**config.mk**
```make
export PLATFORM = sky130hd
export DESIGN_NAME = gfse_ctrl
export DESIGN_NICKNAME = d
export VERILOG_FILES = /design/src/gfse_pkg.sv /design/src/gfse_ctrl.sv
export SDC_FILE = /design/constraint.sdc
export NUM_CORES = 1
export LEC_CHECK = 0
export ABC_AREA = 1
export BUFFER_PORTS_ARGS = -buffer_cell sky130_fd_sc_hd__buf_2
export CAP_MARGIN = 20
export CORE_ASPECT_RATIO = 0.7
export CORE_MARGIN = 1
export CORE_UTILIZATION = 63
export CTS_BUF_LIST = sky130_fd_sc_hd__clkbuf_2
export DETAILED_ROUTE_END_ITERATION = 6
export GPL_ROUTABILITY_DRIVEN = 0
export PLACE_DENSITY = 0.92
export SLEW_MARGIN = 20
export SYNTH_ARGS = -nofsm -noshare
export SYNTH_HDL_FRONTEND = slang
export SYNTH_SLANG_ARGS = --single-unit
```
**constraint.sdc**
```tcl
create_clock -name clock -period 10.1 [get_ports clock]
set_input_delay 2.02 -clock clock [delete_from_list [all_inputs] [get_ports clock]]
set_output_delay 2.02 -clock clock [all_outputs]
set_load 0.02 [all_outputs]
```
**src/gfse_pkg.sv**
```systemverilog
package gfse_pkg;

   localparam int MAX_GLYPHS_DEF = 4096;

   typedef enum logic [1:0] {
      CMD_BEGIN  = 2'd0,
      CMD_APPEND = 2'd1,
      CMD_READ   = 2'd2
   } cmd_type;

   // where the response byte comes from
   typedef enum logic [2:0] {
      BSEL_CONST   = 3'd0,
      BSEL_GLYPH   = 3'd1,
      BSEL_RUN_HI  = 3'd2,
      BSEL_RUN_LO  = 3'd3,
      BSEL_RUN_IDX = 3'd4
   } bsel_type;

   localparam logic [1:0] FMT_RAW   = 2'd0;
   localparam logic [1:0] FMT_RANGE = 2'd3;

   typedef struct packed {
      bsel_type   bsel;
      logic [7:0] cbyte;
      logic       valid;
      logic       last;
   } sel_type;

   typedef struct packed {
      logic [1:0]  fmt;
      logic [12:0] run_total;
      logic [13:0] enc_size;
      logic        ovf;
   } status_type;

   typedef struct packed {
      logic glyph_we;
      logic run_we;
      logic glyph_re;
      logic run_re;
   } mem_ctl_type;

endpackage

```
**src/gfse_ctrl.sv**
```systemverilog
module gfse_ctrl #(
   parameter int MAX_GLYPHS = gfse_pkg::MAX_GLYPHS_DEF,
   parameter int AW = (MAX_GLYPHS > 1) ? $clog2(MAX_GLYPHS) : 1
) (
   input  logic                  clock,
   input  logic                  reset,
   input  logic                  accept,
   input  logic [1:0]            cmd,
   input  logic [7:0]            fd_value,
   output gfse_pkg::mem_ctl_type mem_ctl,
   output logic [AW-1:0]         glyph_waddr,
   output logic [7:0]            glyph_wdata,
   output logic [AW-1:0]         glyph_raddr,
   output logic [AW-1:0]         run_waddr,
   output logic [AW+7:0]         run_wdata,
   output logic [AW-1:0]         run_raddr,
   output gfse_pkg::sel_type     sel,
   output gfse_pkg::status_type  status
);

   localparam int CW = $clog2(MAX_GLYPHS + 1);
   localparam int SW = $clog2(5 + 3 * MAX_GLYPHS + 1);

   logic [CW-1:0] gc_ff, gc_in;
   logic [CW-1:0] rc_ff, rc_in;
   logic [7:0]    prev_ff, prev_in;
   logic [SW-1:0] pos_ff, pos_in;
   logic [CW-1:0] run_ff, run_in;
   logic [1:0]    phase_ff, phase_in;
   logic          ovf_ff, ovf_in;
   gfse_pkg::sel_type sel_ff, sel_in;

   logic [SW-1:0] size0, size3, size;
   logic          use3, rd_ok, adv;
   logic [15:0]   gc16, rc16;
   gfse_pkg::bsel_type bsel;
   logic [7:0]    cbyte;
   logic          glyph_rd, run_rd;

   assign size0 = SW'(gc_ff) + SW'(1);
   assign size3 = (SW'(rc_ff) << 1) + SW'(rc_ff) + SW'(5);
   assign use3  = size0 > size3;
   assign size  = use3 ? size3 : size0;
   assign rd_ok = pos_ff < size;
   assign gc16  = 16'(gc_ff);
   assign rc16  = 16'(rc_ff);

   // byte source for the current read position
   always_comb begin
      bsel     = gfse_pkg::BSEL_CONST;
      cbyte    = 8'd0;
      glyph_rd = 1'b0;
      run_rd   = 1'b0;
      adv      = 1'b0;
      if (!use3) begin
         if (pos_ff != '0) begin
            bsel     = gfse_pkg::BSEL_GLYPH;
            glyph_rd = 1'b1;
         end
      end else if (pos_ff == SW'(0)) begin
         cbyte = 8'(gfse_pkg::FMT_RANGE);
      end else if (pos_ff == SW'(1)) begin
         cbyte = rc16[15:8];
      end else if (pos_ff == SW'(2)) begin
         cbyte = rc16[7:0];
      end else begin
         adv = 1'b1;
         if (run_ff < rc_ff) begin
            run_rd = 1'b1;
            case (phase_ff)
               2'd0:    bsel = gfse_pkg::BSEL_RUN_HI;
               2'd1:    bsel = gfse_pkg::BSEL_RUN_LO;
               default: bsel = gfse_pkg::BSEL_RUN_IDX;
            endcase
         end else begin
            // sentinel: glyph count, big-endian
            cbyte = (phase_ff == 2'd0) ? gc16[15:8] : gc16[7:0];
         end
      end
   end

   always_comb begin
      gc_in    = gc_ff;
      rc_in    = rc_ff;
      prev_in  = prev_ff;
      pos_in   = pos_ff;
      run_in   = run_ff;
      phase_in = phase_ff;
      ovf_in   = ovf_ff;
      sel_in   = sel_ff;
      mem_ctl  = '0;
      if (accept) begin
         sel_in.bsel  = gfse_pkg::BSEL_CONST;
         sel_in.cbyte = 8'd0;
         sel_in.valid = 1'b0;
         sel_in.last  = 1'b0;
         case (cmd)
            gfse_pkg::CMD_BEGIN: begin
               gc_in    = '0;
               rc_in    = '0;
               prev_in  = '0;
               pos_in   = '0;
               run_in   = '0;
               phase_in = '0;
               ovf_in   = 1'b0;
            end
            gfse_pkg::CMD_APPEND: begin
               if (pos_ff == '0) begin
                  if (gc_ff == CW'(MAX_GLYPHS)) begin
                     ovf_in = 1'b1;
                  end else begin
                     mem_ctl.glyph_we = 1'b1;
                     gc_in            = gc_ff + CW'(1);
                     prev_in          = fd_value;
                     if (gc_ff == '0 || fd_value != prev_ff) begin
                        mem_ctl.run_we = 1'b1;
                        rc_in          = rc_ff + CW'(1);
                     end
                  end
               end
            end
            gfse_pkg::CMD_READ: begin
               if (rd_ok) begin
                  sel_in.bsel      = bsel;
                  sel_in.cbyte     = cbyte;
                  sel_in.valid     = 1'b1;
                  sel_in.last      = (pos_ff + SW'(1)) == size;
                  mem_ctl.glyph_re = glyph_rd;
                  mem_ctl.run_re   = run_rd;
                  pos_in           = pos_ff + SW'(1);
                  if (adv) begin
                     if (phase_ff == 2'd2) begin
                        phase_in = 2'd0;
                        run_in   = run_ff + CW'(1);
                     end else begin
                        phase_in = phase_ff + 2'd1;
                     end
                  end
               end
            end
            default: ;
         endcase
      end
   end

   always_ff @(posedge clock) begin
      if (reset) begin
         gc_ff    <= '0;
         rc_ff    <= '0;
         prev_ff  <= '0;
         pos_ff   <= '0;
         run_ff   <= '0;
         phase_ff <= '0;
         ovf_ff   <= 1'b0;
      end else begin
         gc_ff    <= gc_in;
         rc_ff    <= rc_in;
         prev_ff  <= prev_in;
         pos_ff   <= pos_in;
         run_ff   <= run_in;
         phase_ff <= phase_in;
         ovf_ff   <= ovf_in;
      end
   end

   always_ff @(posedge clock) begin
      sel_ff <= sel_in;
   end

   assign glyph_waddr = AW'(gc_ff);
   assign glyph_wdata = fd_value;
   assign glyph_raddr = AW'(pos_ff - SW'(1));
   assign run_waddr   = AW'(rc_ff);
   assign run_wdata   = {AW'(gc_ff), fd_value};
   assign run_raddr   = AW'(run_ff);

   assign sel              = sel_ff;
   assign status.fmt       = use3 ? gfse_pkg::FMT_RANGE : gfse_pkg::FMT_RAW;
   assign status.run_total = 13'(rc_ff);
   assign status.enc_size  = 14'(size);
   assign status.ovf       = ovf_ff;

endmodule

```
==> impl_metrics.tcl <==
set metrics [dict create \
    outcome "finished clean" \
    cp-endpoint "mem_ctl[1]" \
    cts_resized 0 \
    end_kind "output port" \
    hp-class "reg -> reg" \
    cpMostUsedCell "nand2_1" \
    hold_viol 0 \
    die_h_microns 91.7 \
    antenna_found_initial 0 \
    ys_warn_count 0 \
    synth_fa_ha_area_share_pct 11.5 \
    yosys-top-cells-area "dfxtp_1, nand2_1, ha_1" \
    slowest_stage "o21ai_0" \
    vias_per_cell 5.77 \
    grt_max_degree 33 \
    dp_slack_ns 2.21 \
    drc_errors 0 \
    dieArea_sq_um 11900 \
    drt-total-wl_microns 21100 \
    reg2reg_from "rc_ff[9]" \
    ant_nets 0 \
    syn_area_sq_um 7240 \
    fp.dieW_microns 130 \
    wl_per_cell_microns 16.0 \
    worst_r2r_endpoint "run_ff[0]" \
    r2r_cells 33 \
    max_freq_mhz 114 \
    hpwl_microns 16600 \
    track_usage_pct 36.3 \
    synth_compound_area_share_pct 11.6 \
    post-synth-top-count-cell "nand2_1" \
    fin_crit_ns 8.79 \
    clock_skew_ns 0.0349 \
    synth_edf_count 13 \
    syn2layout_area_growth_pct 5.01 \
    rsz0062_at_grt "false" \
    ioPinCount 136 \
    cpPeakStageDelay_ns 0.59 \
    finalCritPeriodShare_pct 87.0 \
    overflow 0 \
    synth_xor_area_share_pct 4.72 \
    grt_pass1_wl_microns 33500 \
    vdd_ir_drop_max_uv 56.4 \
    slew_viol_final 0 \
    final_nets 1241 \
    setup.worst_path.class "reg -> out" \
    p_per_area_nw_per_um2 97.4 \
    coreArea_sq_um 11100 \
    ys.flop_type "dfxtp_1" \
    yosysTopAreaCell "dfxtp_1" \
    worstPathRequired_ns 8.08 \
    cp_data_arrival_time_ns 6.77 \
    n_antenna_cell 0 \
    drv_cap 0 \
    cp_max_fo 19 \
    rows 32 \
    synth_top_cell_area_share_pct 17.7 \
    slew_headroom_pct 43.5 \
    dr.pass1.iters 6 \
    clkSlewWorstSetupHoldPaths_ns 0.24 \
    fin_ws_ns 1.31 \
    setup_viol_count_final 0 \
    setup_tns_ns 0 \
    worst_slew_pin_slew_ns 0.847 \
    synth_simple_gate_area_share_pct 31.0 \
    htreeDepth 3 \
    holdBufCountCts 0 \
    cts_tree "built" \
    cts_sinks 77 \
    synth_top_family_by_area "simple AND/OR/NAND/NOR gates" \
    postSynthCellCount 1108 \
    clockBufferDepth 2 \
    leakagePower_nw 3.89 \
    synth_cell_types 41 \
    cts_root_buf "clkbuf_2" \
    drive_above_1_share_pct 16.0 \
    first_iter_violations 1160 \
    r2r_setup_slack_ns 3.80 \
    synth_nets 1187 \
    cts_made_buffers 9 \
    clock_latency_ns 0.59 \
    grt_pass1_vias 6610 \
    worst_setup_path_start_kind "register" \
    crit_start "rc_ff[9]" \
    num-fill-cells 971 \
    ys_ff_latch 77 \
    synthMuxAreaShare_pct 0 \
    port_buffers 135 \
    avgSynthCellArea_sq_um 6.54 \
    ys_seq_area_share_pct 23.1 \
    postCtsSetupRepairBufs 0 \
    yosys-top-cells-count "nand2_1, inv_1, nor2_1" \
    vias 7614 \
    initial_core_util_pct 65.3 \
    synthArstFlopShare_pct 0 \
]
==> stage by stage <==
step	utilization (%)	hold WS [ns]	cell area [sq um]	cells	total power (W)
2_1_floorplan	-	0.430	7240	1108	0.000515
3_3_place_gp	67.6	0.462	7500	1304	0.000560
3_5_place_dp	67.6	0.471	7500	1304	0.000565
4_1_cts	68.6	0.494	7600	1320	0.000736
5_1_grt	68.6	0.515	7600	1320	0.000777
6_report	68.6	0.494	7600	1320	0.000741
==> where the power goes <==
group | switching (W) | internal, W
Clock | 0.000120 | 0.0000555
Sequential | 0.0000170 | 0.000324
Combinational | 0.000155 | 0.0000689
==> area by class of cell <==
| type | count | area (sq um) | area share [%] |
|---|---|---|---|
| multi-input cells | 763 | 4270 | 56.2 |
| clock inverters | 7 | 63.8 | 0.839 |
| inverters | 170 | 638 | 8.39 |
| repair buffers | 141 | 721 | 9.48 |
| clock buffers | 9 | 45.0 | 0.592 |
| flip-flops and latches | 77 | 1670 | 22.0 |
| well taps | 153 | 191 | 2.52 |
==> kinds of logic (layout without fill, tap and decap cells) <==
family | Yosys count | in the layout
AOI/OAI and AO/OA | 154 | 154
DFF | 77 | 77
and+or+nand+nor | 504 | 504
adders and majority gates | 66 | 66
xor gates and xnor gates | 39 | 39
buffers and inverters | 268 | 327
==> worst max-delay path, delay by kind of cell (launching register included) <==
| kind | cells | cell delay, ns |
|---|---|---|
| and+or+nand+nor | 16 | 2.17 |
| buffers and inverters | 6 | 0.77 |
| AOI/OAI and AO/OA | 5 | 1.26 |
| DFF | 1 | 0.53 |
| xor gates and xnor gates | 1 | 0.22 |
| adders and majority gates | 4 | 1.26 |
==> registers in the layout, summed over array words and instances, names as in the netlist <==
name and cells:
pos_ff 14, gc_ff 13, rc_ff 13, run_ff 13, sel 13, prev_ff 8, phase_ff 2, ovf_ff 1
==> worst min path at each step <==
stage / start / to / slack (ns) / depth (start not counted)
after global placement: prev_ff[2] / prev_ff[2] / 0.46 / 2
final: gc_ff[12] / gc_ff[12] / 0.49 / 2
after CTS: prev_ff[6] / prev_ff[6] / 0.49 / 2
after detailed placement: prev_ff[6] / prev_ff[6] / 0.47 / 2
after floorplan: ovf_ff / ovf_ff / 0.43 / 2
after global routing: ovf_ff / ovf_ff / 0.52 / 2
==> per-layer routing <==
metal | part of all wire [%] | global-route usage [%] | up-vias
met5 | 0 | 0 | -
li1 | - | - | 3661
met2 | 41 | 50.9 | 499
met3 | 14 | 9.45 | 67
met1 | 42 | 51.6 | 3387
met4 | 3.6 | 16.1 | 0
==> cells in the final DEF, fill, tap and decap left out, types with 3 or more instances in the layout <==
| cell | n |
|---|---|
| xor2_1 | 28 |
| a211oi_1 | 3 |
| buf_4 | 6 |
| dfxtp_1 | 64 |
| xnor2_1 | 11 |
| or2_2 | 5 |
| nand4_1 | 46 |
| nor3_1 | 13 |
| nand3_1 | 71 |
| nor2_1 | 96 |
| o22ai_1 | 7 |
| nand2_2 | 6 |
| o21ai_0 | 44 |
| edfxtp_1 | 13 |
| nand2_1 | 242 |
| nor3b_1 | 3 |
| clkbuf_2 | 9 |
| inv_2 | 3 |
| nand3_2 | 4 |
| buf_2 | 135 |
| inv_1 | 167 |
| nor2_2 | 5 |
| a31oi_1 | 6 |
| ha_1 | 65 |
| nor4_1 | 7 |
| a21oi_1 | 81 |
No activity file was read; power rests on OpenSTA's default activity.
